[src/hw/rtl/mlp_pkg.sv]
// Package: shared types, constants and the sigmoid table for the MLP block.
`default_nettype none
package mlp_pkg;

  localparam int unsigned MaxInputs    = 64;
  localparam int unsigned MaxLayerSize = 32;
  localparam int unsigned MaxLayers    = 4;
  localparam int unsigned WeightDepth  = 4096;
  localparam int unsigned SizeRegs     = 4;

  localparam int unsigned CfgIdxW  = 3;
  localparam int unsigned CfgDataW = 7;

  localparam logic [CfgIdxW-1:0] RegNumInputs  = 3'd0;
  localparam logic [CfgIdxW-1:0] RegNumLayers  = 3'd1;
  localparam logic [CfgIdxW-1:0] RegLayerSize0 = 3'd2;
  localparam logic [CfgIdxW-1:0] RegLayerSize1 = 3'd3;
  localparam logic [CfgIdxW-1:0] RegLayerSize2 = 3'd4;
  localparam logic [CfgIdxW-1:0] RegLayerSize3 = 3'd5;
  localparam logic [CfgIdxW-1:0] RegActMode    = 3'd6;

  localparam logic ActWeight = 1'b0;
  localparam logic ActSample = 1'b1;

  typedef struct packed {
    logic        action;
    logic [11:0] weight_index;
    logic [5:0]  sample_index;
    logic signed [15:0] value;
    logic        last_sample;
  } in_item_t;

  typedef struct packed {
    logic [4:0]  neuron_index;
    logic signed [15:0] activation;
    logic        last_output;
  } out_item_t;

  typedef struct packed {
    logic [6:0] num_inputs;
    logic [2:0] num_layers;
    logic [5:0] layer_size_0;
    logic [5:0] layer_size_1;
    logic [5:0] layer_size_2;
    logic [5:0] layer_size_3;
    logic       activation_mode;
  } cfg_t;

  typedef enum logic [2:0] {
    EngIdle,
    EngSetup,
    EngMac,
    EngDrain,
    EngFinish,
    EngEmit
  } eng_state_e;

  // Sigmoid table: entry i = sigmoid((i-128)/16) in Q4.12, packed 16 bits per entry.
  function automatic logic [4095:0] sigmoid_table_init();
    logic [63:0] e;
    logic [63:0] d;
    logic [63:0] n;
    logic [63:0] v;
    logic [4095:0] t;
    int k;
    int b;
    t = '0;
    e = 64'd1 << 32;
    t[128*16 +: 16] = 16'd2048;
    for (k = 1; k <= 128; k++) begin
      e = (e * 64'd4034748382 + (64'd1 << 31)) >> 32;
      d = (64'd1 << 32) + e;
      n = 64'd4096 * e + (d >> 1);
      // rounded quotient fits in 13 bits: restoring steps
      v = '0;
      for (b = 12; b >= 0; b--) begin
        if (n >= (d << b)) begin
          n = n - (d << b);
          v = v | (64'd1 << b);
        end
      end
      t[(128-k)*16 +: 16] = v[15:0];
      if (k < 128) t[(128+k)*16 +: 16] = 16'd4096 - v[15:0];
    end
    return t;
  endfunction

  localparam logic [4095:0] SigmoidTable = sigmoid_table_init();

  function automatic logic [15:0] sigmoid_lut(input logic [7:0] idx);
    return SigmoidTable[{idx, 4'd0} +: 16];
  endfunction

endpackage
`default_nettype wire

[src/hw/rtl/mlp_if.sv]
// Interfaces: valid/ready item channels and the configuration write channel.
`default_nettype none


interface mlp_out_if;
  logic valid;
  logic ready;
  mlp_pkg::out_item_t payload;
  modport source (output valid, output payload, input ready);
  modport sink (input valid, input payload, output ready);
endinterface

`default_nettype wire

[src/hw/rtl/mlp_engine.sv]
// Back end: layer-by-layer MAC walk, activation, and result emission.
`default_nettype none
module mlp_engine #(
  parameter int unsigned MaxInputs    = mlp_pkg::MaxInputs,
  parameter int unsigned MaxLayerSize = mlp_pkg::MaxLayerSize,
  parameter int unsigned MaxLayers    = mlp_pkg::MaxLayers,
  parameter int unsigned WeightDepth  = mlp_pkg::WeightDepth
) (
  input  wire logic clk_i,
  input  wire logic rst_ni,
  input  mlp_pkg::cfg_t cfg_i,
  input  wire logic start_i,
  output logic      start_take_o,
  output logic [$clog2(WeightDepth)-1:0] w_raddr_o,
  input  wire logic [15:0] w_rdata_i,
  output logic [$clog2(MaxInputs)-1:0] x_raddr_o,
  input  wire logic [15:0] x_rdata_i,
  mlp_out_if.source out_if
);
  localparam int unsigned WaW = $clog2(WeightDepth);
  localparam int unsigned XaW = $clog2(MaxInputs);
  localparam int unsigned LsW = $clog2(MaxLayerSize);
  localparam int unsigned NiW = $clog2(MaxInputs + 1);
  localparam int unsigned SzW = $clog2(MaxLayerSize + 1);
  localparam int unsigned LyW = $clog2(MaxLayers + 1);
  localparam int unsigned PrW = (NiW > SzW) ? NiW : SzW;
  localparam int unsigned SizeLimit = (MaxLayerSize < 32) ? MaxLayerSize : 32;
  localparam int unsigned LayerLimit =
      (MaxLayers < mlp_pkg::SizeRegs) ? MaxLayers : mlp_pkg::SizeRegs;
  localparam int unsigned AccW = 32 + PrW;

  mlp_pkg::eng_state_e state_q, state_d;

  logic [LyW-1:0] layer_q, layer_d, nlay_q, nlay_d;
  logic [PrW-1:0] prev_q, prev_d;
  logic [SzW-1:0] size_q, size_d;
  logic [SzW-1:0] n_q, n_d;
  logic [PrW-1:0] j_q, j_d;
  logic [WaW-1:0] base_q, base_d;   // weight row base (wraps)
  logic [WaW-1:0] rd_q, rd_d;
  logic           src_in_q, src_in_d; // source is input vector
  logic           bsel_q, bsel_d;     // destination buffer b
  logic           v1_q, v2_q, v2_d;   // read / product pipeline valids
  logic signed [31:0] prod_q;
  logic signed [AccW-1:0] acc_q, acc_d;

  logic [15:0] buf_a_q [MaxLayerSize];
  logic [15:0] buf_b_q [MaxLayerSize];
  logic [15:0] bsrc_q;
  logic [5:0]  raw_sz;
  logic [SzW-1:0] cl_sz;
  logic [6:0]  raw_ni;
  logic [PrW-1:0] cl_ni;
  logic [LyW-1:0] cl_nl;
  logic issue;
  logic [15:0] xval;
  logic signed [AccW-1:0] q_sh;
  logic signed [15:0] sat;
  logic [15:0] actv;
  logic        ov_v_q, ov_v_d;
  mlp_pkg::out_item_t ov_q, ov_d;

  always_comb begin
    case (layer_d[1:0])
      2'd0: raw_sz = cfg_i.layer_size_0;
      2'd1: raw_sz = cfg_i.layer_size_1;
      2'd2: raw_sz = cfg_i.layer_size_2;
      default: raw_sz = cfg_i.layer_size_3;
    endcase
    if (raw_sz == 6'd0) cl_sz = SzW'(1);
    else if (32'(raw_sz) > SizeLimit) cl_sz = SzW'(SizeLimit);
    else cl_sz = SzW'(raw_sz);
    raw_ni = cfg_i.num_inputs;
    if (raw_ni == 7'd0) cl_ni = PrW'(1);
    else if (32'(raw_ni) > MaxInputs) cl_ni = PrW'(MaxInputs);
    else cl_ni = PrW'(raw_ni);
    if (cfg_i.num_layers == 3'd0) cl_nl = LyW'(1);
    else if (32'(cfg_i.num_layers) > LayerLimit) cl_nl = LyW'(LayerLimit);
    else cl_nl = LyW'(cfg_i.num_layers);
  end

  assign issue = (state_q == mlp_pkg::EngMac);
  assign w_raddr_o = rd_q;
  assign x_raddr_o = XaW'(j_q);
  assign xval = src_in_q ? x_rdata_i : bsrc_q;

  // next state
  always_comb begin
    state_d = state_q;
    case (state_q)
      mlp_pkg::EngIdle:   if (start_i) state_d = mlp_pkg::EngSetup;
      mlp_pkg::EngSetup:  state_d = mlp_pkg::EngMac;
      mlp_pkg::EngMac:    if (j_q == prev_q - PrW'(1)) state_d = mlp_pkg::EngDrain;
      mlp_pkg::EngDrain:  if (!v1_q && !v2_q) state_d = mlp_pkg::EngFinish;
      mlp_pkg::EngFinish: begin
        if (n_q != size_q - SzW'(1)) state_d = mlp_pkg::EngMac;
        else if (layer_q != nlay_q - LyW'(1)) state_d = mlp_pkg::EngSetup;
        else state_d = mlp_pkg::EngEmit;
      end
      mlp_pkg::EngEmit: begin
        if ((!ov_v_q || out_if.ready) && n_q == size_q - SzW'(1)) state_d = mlp_pkg::EngIdle;
      end
      default: state_d = mlp_pkg::EngIdle;
    endcase
  end

  // datapath control
  always_comb begin
    layer_d = layer_q; nlay_d = nlay_q; prev_d = prev_q; size_d = size_q;
    n_d = n_q; j_d = j_q; base_d = base_q; rd_d = rd_q;
    src_in_d = src_in_q; bsel_d = bsel_q; acc_d = acc_q;
    v2_d = v1_q;
    start_take_o = 1'b0;
    ov_v_d = ov_v_q; ov_d = ov_q;
    if (ov_v_q && out_if.ready) ov_v_d = 1'b0;
    if (v2_q) acc_d = acc_q + AccW'(prod_q);
    case (state_q)
      mlp_pkg::EngIdle: begin
        if (start_i) begin
          layer_d = '0; nlay_d = cl_nl; prev_d = cl_ni;
          base_d = '0; src_in_d = 1'b1; bsel_d = 1'b0;
        end
      end
      mlp_pkg::EngSetup: begin
        size_d = cl_sz; n_d = '0; j_d = '0; rd_d = base_q; acc_d = '0;
      end
      mlp_pkg::EngMac: begin
        j_d = j_q + PrW'(1);
        rd_d = rd_q + WaW'(1);
      end
      mlp_pkg::EngFinish: begin
        base_d = rd_q;
        j_d = '0; acc_d = '0;
        if (n_q != size_q - SzW'(1)) begin
          n_d = n_q + SzW'(1);
        end else if (layer_q != nlay_q - LyW'(1)) begin
          layer_d = layer_q + LyW'(1);
          prev_d = PrW'(size_q);
          src_in_d = 1'b0;
          bsel_d = ~bsel_q;
        end else begin
          n_d = '0;
        end
      end
      mlp_pkg::EngEmit: begin
        if (!ov_v_q || out_if.ready) begin
          ov_v_d = 1'b1;
          ov_d.neuron_index = 5'(n_q);
          ov_d.activation = bsel_q ? buf_b_q[LsW'(n_q)] : buf_a_q[LsW'(n_q)];
          ov_d.last_output = (n_q == size_q - SzW'(1));
          n_d = n_q + SzW'(1);
          // memories are free once the last beat is loaded
          start_take_o = (n_q == size_q - SzW'(1));
        end
      end
      default: ;
    endcase
  end

  // floor shift and saturate, then activate
  always_comb begin
    q_sh = acc_q >>> 12;
    if (q_sh > AccW'(32767)) sat = 16'sd32767;
    else if (q_sh < -AccW'(32768)) sat = -16'sd32768;
    else sat = q_sh[15:0];
    if (cfg_i.activation_mode) actv = (sat <= 0) ? 16'd0 : sat;
    else actv = mlp_pkg::sigmoid_lut(sat[15:8] ^ 8'h80);
  end

  assign out_if.valid = ov_v_q;
  assign out_if.payload = ov_q;

  always_ff @(posedge clk_i) begin
    prod_q <= $signed(w_rdata_i) * $signed(xval);
    bsrc_q <= bsel_q ? buf_a_q[LsW'(j_q)] : buf_b_q[LsW'(j_q)];
    if (state_q == mlp_pkg::EngFinish) begin
      if (bsel_q) buf_b_q[LsW'(n_q)] <= actv;
      else buf_a_q[LsW'(n_q)] <= actv;
    end
    ov_q <= ov_d;
  end

  always_ff @(posedge clk_i or negedge rst_ni) begin
    if (!rst_ni) begin
      state_q <= mlp_pkg::EngIdle;
      layer_q <= '0; nlay_q <= '0; prev_q <= '0; size_q <= '0;
      n_q <= '0; j_q <= '0; base_q <= '0; rd_q <= '0;
      src_in_q <= 1'b0; bsel_q <= 1'b0; v1_q <= 1'b0; v2_q <= 1'b0;
      acc_q <= '0; ov_v_q <= 1'b0;
    end else begin
      state_q <= state_d;
      layer_q <= layer_d; nlay_q <= nlay_d; prev_q <= prev_d; size_q <= size_d;
      n_q <= n_d; j_q <= j_d; base_q <= base_d; rd_q <= rd_d;
      src_in_q <= src_in_d; bsel_q <= bsel_d; v1_q <= issue; v2_q <= v2_d;
      acc_q <= acc_d; ov_v_q <= ov_v_d;
    end
  end
endmodule
`default_nettype wire

[src/flat_wrapper.sv]
// flat-port wrapper written by rule: the top's interface ports become plain ports
module mlp_engine_flat 
#(
  parameter int unsigned MaxInputs    = mlp_pkg::MaxInputs,
  parameter int unsigned MaxLayerSize = mlp_pkg::MaxLayerSize,
  parameter int unsigned MaxLayers    = mlp_pkg::MaxLayers,
  parameter int unsigned WeightDepth  = mlp_pkg::WeightDepth
)
  (clk_i, rst_ni, cfg_i, start_i, start_take_o, w_raddr_o, w_rdata_i, x_raddr_o, x_rdata_i, out_if_valid, out_if_payload, out_if_ready);
  mlp_out_if out_if_i ();
  input  wire logic clk_i;
  input  wire logic rst_ni;
  input  mlp_pkg::cfg_t cfg_i;
  input  wire logic start_i;
  output logic start_take_o;
  output logic [$clog2(WeightDepth)-1:0] w_raddr_o;
  input  wire logic [15:0] w_rdata_i;
  output logic [$clog2(MaxInputs)-1:0] x_raddr_o;
  input  wire logic [15:0] x_rdata_i;
  output wire logic [$bits(out_if_i.valid)-1:0] out_if_valid;
  output wire logic [$bits(out_if_i.payload)-1:0] out_if_payload;
  input wire logic [$bits(out_if_i.ready)-1:0] out_if_ready;
  assign out_if_valid = out_if_i.valid;
  assign out_if_payload = out_if_i.payload;
  assign out_if_i.ready = out_if_ready;
  mlp_engine #(.MaxInputs(MaxInputs), .MaxLayerSize(MaxLayerSize), .MaxLayers(MaxLayers), .WeightDepth(WeightDepth)) u_core (.clk_i(clk_i), .rst_ni(rst_ni), .cfg_i(cfg_i), .start_i(start_i), .start_take_o(start_take_o), .w_raddr_o(w_raddr_o), .w_rdata_i(w_rdata_i), .x_raddr_o(x_raddr_o), .x_rdata_i(x_rdata_i), .out_if(out_if_i));
endmodule
[config.mk]
export PLATFORM = sky130hd
export DESIGN_NAME = mlp_engine_flat
export DESIGN_NICKNAME = d
export VERILOG_FILES = /design/src/hw/rtl/mlp_pkg.sv /design/src/hw/rtl/mlp_if.sv /design/src/hw/rtl/mlp_engine.sv /design/src/flat_wrapper.sv
export SDC_FILE = /design/constraint.sdc
export NUM_CORES = 2
export LEC_CHECK = 0
export ABC_AREA = 1
export ABC_CLOCK_PERIOD_IN_PS = 8400
export BUFFER_PORTS_ARGS = -buffer_cell sky130_fd_sc_hd__buf_2
export CAP_MARGIN = 0
export CORE_UTILIZATION = 45
export DETAILED_ROUTE_END_ITERATION = 7
export GPL_ROUTABILITY_DRIVEN = 0
export PLACE_DENSITY = 0.61
export REMOVE_ABC_BUFFERS = 1
export SLEW_MARGIN = 20
export SYNTH_ARGS = -nofsm -noshare
export SYNTH_HDL_FRONTEND = slang
export SYNTH_SLANG_ARGS = --single-unit
[constraint.sdc]
create_clock -name clk_i -period 8.4 [get_ports clk_i]
set_clock_uncertainty 0.2 [all_clocks]
set_input_delay 1.68 -clock clk_i [delete_from_list [all_inputs] [get_ports clk_i]]
set_output_delay 1.68 -clock clk_i [all_outputs]
set_load 0.005 [all_outputs]
==> Yosys cells after proc, flatten, opt, wreduce, memory -nomap -nowiden <==
Memories as Yosys holds them, arrays and structs flattened.
Index checks and enable logic that the tools add are counted.
{ "totals": {"reg_bits": 173, "ram_bits": 1024, "in_bits": 71, "output_inout_bits": 42, "wordCells": 142, "mem_count": 2} }
{ "op_classes": {"n_addsub": 8, "multipliers": 1, "n_lt_le_gt_ge": 6, "eq_ne": 19, "shift": 1, "mux": 58, "n_bitwise": 2, "n_reduce_logical": 24} }
{ "memory_table": {"columns": ["memory", "depth", "word_bits", "rd", "rd_clocked_by_memory_dff", "write_ports", "line_no", "text"], "rows": [
  ["u_core.buf_a_q", 32, 16, 2, 0, 1, "mlp_engine.sv:47", "logic [15:0] buf_a_q [MaxLayerSize];"],
  ["u_core.buf_b_q", 32, 16, 2, 0, 1, "mlp_engine.sv:48", "logic [15:0] buf_b_q [MaxLayerSize];"]
]} }
{ "op_table": {"columns": ["op", "n"], "rows": [
  ["$shiftx A4096 B13 Y16 const A", 1],
  ["$mux W16", 7],
  ["$mux W39", 2],
  ["$pmux W12 S2", 2],
  ["$add A39 B32 Y39", 1],
  ["$pmux W6 S3", 2],
  ["$mux W7", 5],
  ["$mux W3", 11],
  ["$mul A16 B16 Y32", 1],
  ["$mux W6", 5],
  ["$pmux W7 S2", 2],
  ["$gt A27 B16 Y1 const B", 1],
  ["$lt A27 B16 Y1 const B", 1],
  ["$pmux W3 S6", 1],
  ["$mux W1", 17],
  ["$le A16 B1 Y1 const B", 1],
  ["$add A12 B1 Y12 const B", 1],
  ["$mux W12", 1],
  ["$ne A2 B1 Y1 const B", 4],
  ["$reduce_and A4 Y1", 2],
  ["$reduce_bool A2 Y1", 4],
  ["$add A7 B1 Y7 const B", 1],
  ["$eq A7 B7 Y1", 1],
  ["$gt A7 B7 Y1 const B", 1],
  ["31 further kinds", 44]
]} }

==> Depth between registers and ports, before layout <==
{ "logic_depth": {"depth_word": 10, "ltp_mapped": 32, "depth_no_buf": 31} }

==> Least setup slack after synthesis <==
OpenSTA, ideal clock, no wires.
{ "synth_path": {"path_kind": "input port to flip-flop", "start": "input x_rdata_i[4]", "end": "register u_core.prod_q[29]", "setup_time_ns": 0.118, "arrival_time_ns": 7.141, "required_time_ns": 8.082, "slack_ns": 0.941, "path_stages": 24, "path_buffers": 1, "cell_sequence": "or2_2 > o21ai_1 > clkbuf_1 > nor2_1 > fa_1 > inv_1 > fa_1 > fa_1 > inv_1 > fa_1 > fa_1 > inv_1 > fa_1 > inv_1 > ha_1 > a21oi_1 > inv_1 > a221oi_1 > nand2_1 > a21boi_1 > o21ai_0 > nand3_1 > nand3_1 > xor2_1"} }
{ "synth_between": {"elab_chain_len": 2} }
{ "synth_lines": {"columns": ["item", "line_no", "text"], "rows": [
  ["start: declaration", "flat_wrapper.sv:19", "input wire logic [15:0] x_rdata_i;"],
  ["$mux W16", "mlp_engine.sv:85", "assign xval = src_in_q ? x_rdata_i : bsrc_q;"],
  ["$mul A16 B16 Y32", "mlp_engine.sv:174", "prod_q <= $signed(w_rdata_i) * $signed(xval);"],
  ["end signal: assignment", "mlp_engine.sv:174", null],
  ["end: declaration", "mlp_engine.sv:44", "logic signed [31:0] prod_q;"]
]} }
Every way passes these cells.
A chain may end at the register's enable or synchronous reset.

==> Worst setup path in the final report <==
{ "layout_path": {"start": "register u_core.src_in_q", "end": "register u_core.prod_q[29]"} }
{ "layout_between": {"elab_chain_len": 2} }
{ "layout_lines": {"columns": ["item", "line_no", "text"], "rows": [
  ["start: declaration", "mlp_engine.sv:41", "logic src_in_q, src_in_d;"],
  ["start signal: assignment", "mlp_engine.sv:194", "src_in_q <= src_in_d; bsel_q <= bsel_d; v1_q <= issue; v2_q <= v2_d;"],
  ["$mux W16", "mlp_engine.sv:85", null],
  ["$mul A16 B16 Y32", "mlp_engine.sv:174", null]
]} }
Every way passes these cells.

==> out/results.txt <==
The run finished with clean final reports. For this design the top-level I/O count stands at 113. For this run, the slowest stage of the critical path takes 0.63 ns. The hold-fix buffer count after cts is 0. After global routing, the most crowded layer is met2. The tree is rooted in a sky130_fd_sc_hd__clkbuf_16. The die height is 399 um, and the post-route DRC violation count is 0. Counting both buffers and inverters, the worst setup path holds a total of 8. The most repeated library cell on the critical path is sky130_fd_sc_hd__inv_1. In the global route stage, met2 resource usage came out at 48.2%. The number of detailed-route iterations in the first pass is 8. Summed over all instances, the cell type with the most area after synthesis is sky130_fd_sc_hd__edfxtp_1. For this run, the leading register cell type out of synthesis is sky130_fd_sc_hd__edfxtp_1. The worst hold path begins at u_core.v1_q.

The share of flip-flops with an asynchronous set or reset after synthesis is 8.60%, and the total count of max-transition violations in the final report is 0. The mapped netlist covers 70,700 um2. Buffers inserted during clock tree synthesis total 133. Buffers inserted during post-CTS setup optimization: 0. The number of gates resized after CTS was 0.

The tools report the met1 track demand over resource as 40.9%. TritonCTS built the clock tree. At the end of the flow, the number of nets in the layout was 8,186. For the die footprint, the log shows 159,000 um2. The share of cells above drive strength 1 is 8.54%.

Setup repair after global routing left no endpoint under its margin. The layout has 14,200 filler cells. Once detail routing completed, the nets flagged for antenna violations numbered 0. By startpoint and endpoint, the worst setup path is classified as reg2reg.

The reg-to-reg critical path startpoint is u_core.src_in_q. No sink is reached through more buffers than the 3 on the longest clock path. For the pin with the worst max-slew slack, the measured transition is 1.21 ns.

The worst register-to-register path has a depth of 26. The count of endpoints failing hold in the final timing report was 0; the quantity of I/O buffers inserted on ports was 112. Worst min-delay path category: reg2reg. Sequential cell area fraction in the yosys report: 49.4%. The tools report the number of DRC markers in iteration 0 as 8,688. The average wire per cell in the routed design works out to 25.3 um. The path with the worst hold slack has its endpoint at u_core.v2_q. The Yosys step of the flow raised 0 warnings. Detailed placement finished with a half-perimeter wire length of 159,000 um. The largest individual stage delay along the critical path comes from the cell sky130_fd_sc_hd__inv_1. At the later pin of the worst-skew pair, clock insertion delay measures 0.81 ns. The tools report the total via count after detailed routing as 60,300. The initial antenna violation count is 13.

Setup violations remaining at the end of the flow were counted as 0. In the post-synthesis netlist, the biggest area contributors are sky130_fd_sc_hd__edfxtp_1 44%, sky130_fd_sc_hd__o21ai_0 9.7%, sky130_fd_sc_hd__fa_1 7.4%. The routed design could run at a clock period as short as 7.54 ns. The worst hold path was traced through 0 stages. Along the worst path, the maximum fanout reaches 16. For the met3 usage in global routing, the log shows 6.87%. Vias per cell: 6.12. The pin count of the biggest net entering global routing is 187. The die extent in x was 399 um. The number of flops mapped to enable cells by yosys is 1,046.

The clock-pin slew on the worst setup and hold paths is 0.06 ns. The via count of the first global-routing pass was 56,200. The cell count after synthesis came out at 7,735. The overall track demand over capacity in global routing was 30.9%. The tightest slew margin relative to the limit was 18.3%; the global-route wire length before repair was 365,000 um.

By instance count, the leading cell after synthesis is sky130_fd_sc_hd__o21ai_0. The core region is 156,000 um2. The initial cell density of the core came out at 45.3%. Counting flops and latches in the post-synthesis netlist gives 1,197. The tools report the fmax as 133 MHz.

STA puts the critical path data arrival time at 8.02 ns. The run gives 67 as the count of different cell masters after synthesis. Compared with the post-synthesis result, the final layout area differs by 10.4%.

A synthesized cell averages 9.15 um2. Data on the critical path is required at its endpoint by 8.88 ns. The accumulated negative setup slack was 0 ns; the number of H-tree levels was 4. The tool flagged a number of max-cap violations equal to 0. The final critical path takes up 89.7% of the cycle. Kind of cell adding the most delay to the critical path: adder cells. The top cell type by area accounts for 44.4% of the synthesized area. In this run the core area contains 145 standard-cell rows. The run gives 0.86 ns as the reg-to-reg setup timing slack. The worst setup path is launched from a flip-flop. The end of the worst register-to-register path was u_core.prod_q[29]. The commonest cells after synthesis are 1,365 x sky130_fd_sc_hd__o21ai_0, 1,046 x sky130_fd_sc_hd__edfxtp_1, 958 x sky130_fd_sc_hd__nand2_1, 823 x sky130_fd_sc_hd__inv_1, 691 x sky130_fd_sc_hd__a21oi_1. The tree built by TritonCTS fans out to 1,197 sinks. For this block, the routed nets add up to 249,000 um of wire. The worst setup path is captured at a flip-flop. The aggregate global routing overflow came out at 0.
## final cells by class
class	count	area, um2	area share, %
well taps	2058	2570	3.30
clock buffers	168	3590	4.60
multi-input cells	5224	31100	39.8
diodes	2	5.00	0.00641
repair buffers	287	1980	2.53
flip-flops and latches	1197	35000	44.8
inverters	867	3270	4.19
clock inverters	58	612	0.783
## flip-flops by register name, summed over array words and instances, names as in the netlist
signal                 cells
u_core.bsel_q              1
u_core.out_if.payload     22
u_core.j_q                 7
u_core.buf_a_q           512
u_core.buf_b_q           512
u_core.n_q                 6
u_core.out_if.valid        1
u_core.prev_q              7
u_core.bsrc_q             16
u_core.state_q             3
u_core.v2_q                1
u_core.prod_q             32
u_core.layer_q             3
u_core.nlay_q              3
u_core.src_in_q            1
u_core.acc_q              39
u_core.v1_q                1
u_core.w_raddr_o          12
u_core.size_q              6
u_core.base_q             12
## cell families (layout without fill, tap and decap cells)
kind of cell,Yosys count,after routing,synth area share (%)
AOI/OAI and AO/OA,2503,2503,19.2
xor gates and xnor gates,61,61,0.766
adders and majority gates,405,405,9.95
buffers and inverters,1377,1380,7.60
DFF,1197,1197,49.4
muxes,1,1,0.0141
other,1,66,0.00530
and+or+nand+nor,2190,2190,13.1
## metrics by stage
stage,setup slack (ns),instance area [um2],utilization [%],cells,hold slack (ns)
2_1_floorplan,-16.79,68900,-,7288,0.149
3_3_place_gp,0.313,73900,47.3,9632,0.156
3_5_place_dp,0.166,73900,47.3,9632,0.163
4_1_cts,0.899,78100,50.0,9858,0.181
5_1_grt,0.482,78100,50.0,9859,0.198
6_report,0.865,78100,50.0,9861,0.180
## placed cells by master, fill, tap and decap left out, types with 31 or more instances in the layout
master	instances
sky130_fd_sc_hd__o21ai_0	1359
sky130_fd_sc_hd__edfxtp_1	1046
sky130_fd_sc_hd__nand2_1	950
sky130_fd_sc_hd__inv_1	819
sky130_fd_sc_hd__a21oi_1	690
sky130_fd_sc_hd__nor2_1	659
sky130_fd_sc_hd__nand3_1	280
sky130_fd_sc_hd__fa_1	263
sky130_fd_sc_hd__o211ai_1	209
sky130_fd_sc_hd__buf_4	168
sky130_fd_sc_hd__ha_1	142
sky130_fd_sc_hd__clkbuf_16	137
sky130_fd_sc_hd__buf_2	111
sky130_fd_sc_hd__nand4_1	110
sky130_fd_sc_hd__dfrtp_1	96
sky130_fd_sc_hd__conb_1	64
sky130_fd_sc_hd__nor3_2	63
sky130_fd_sc_hd__dfxtp_1	48
sky130_fd_sc_hd__o22ai_1	42
sky130_fd_sc_hd__xor2_1	41
sky130_fd_sc_hd__a31oi_1	35
sky130_fd_sc_hd__inv_2	34
sky130_fd_sc_hd__o21ai_1	31
## routing by layer
layer,vias to the layer above,wire [um]
li1,26700,-
met1,29200,95400
met2,3728,113000
met3,715,28200
met4,10,13000
met5,-,114
## worst max-delay path by stage
stage	slack, ns	cells after the start	to	startpoint
final	0.86	26	u_core.prod_q[29]	u_core.src_in_q
after global routing	0.48	24	u_core.prod_q[29]	u_core.src_in_q
after CTS	0.90	24	u_core.prod_q[29]	u_core.src_in_q
after global placement	0.31	24	u_core.prod_q[29]	x_rdata_i[2]
after detailed placement	0.17	24	u_core.prod_q[29]	x_rdata_i[2]
after floorplan	-16.79	9	start_take_o	u_core.n_q[0]
Power is not shown: default switching activity piles up to over one toggle a cycle in this logic, so the estimate is an artifact.
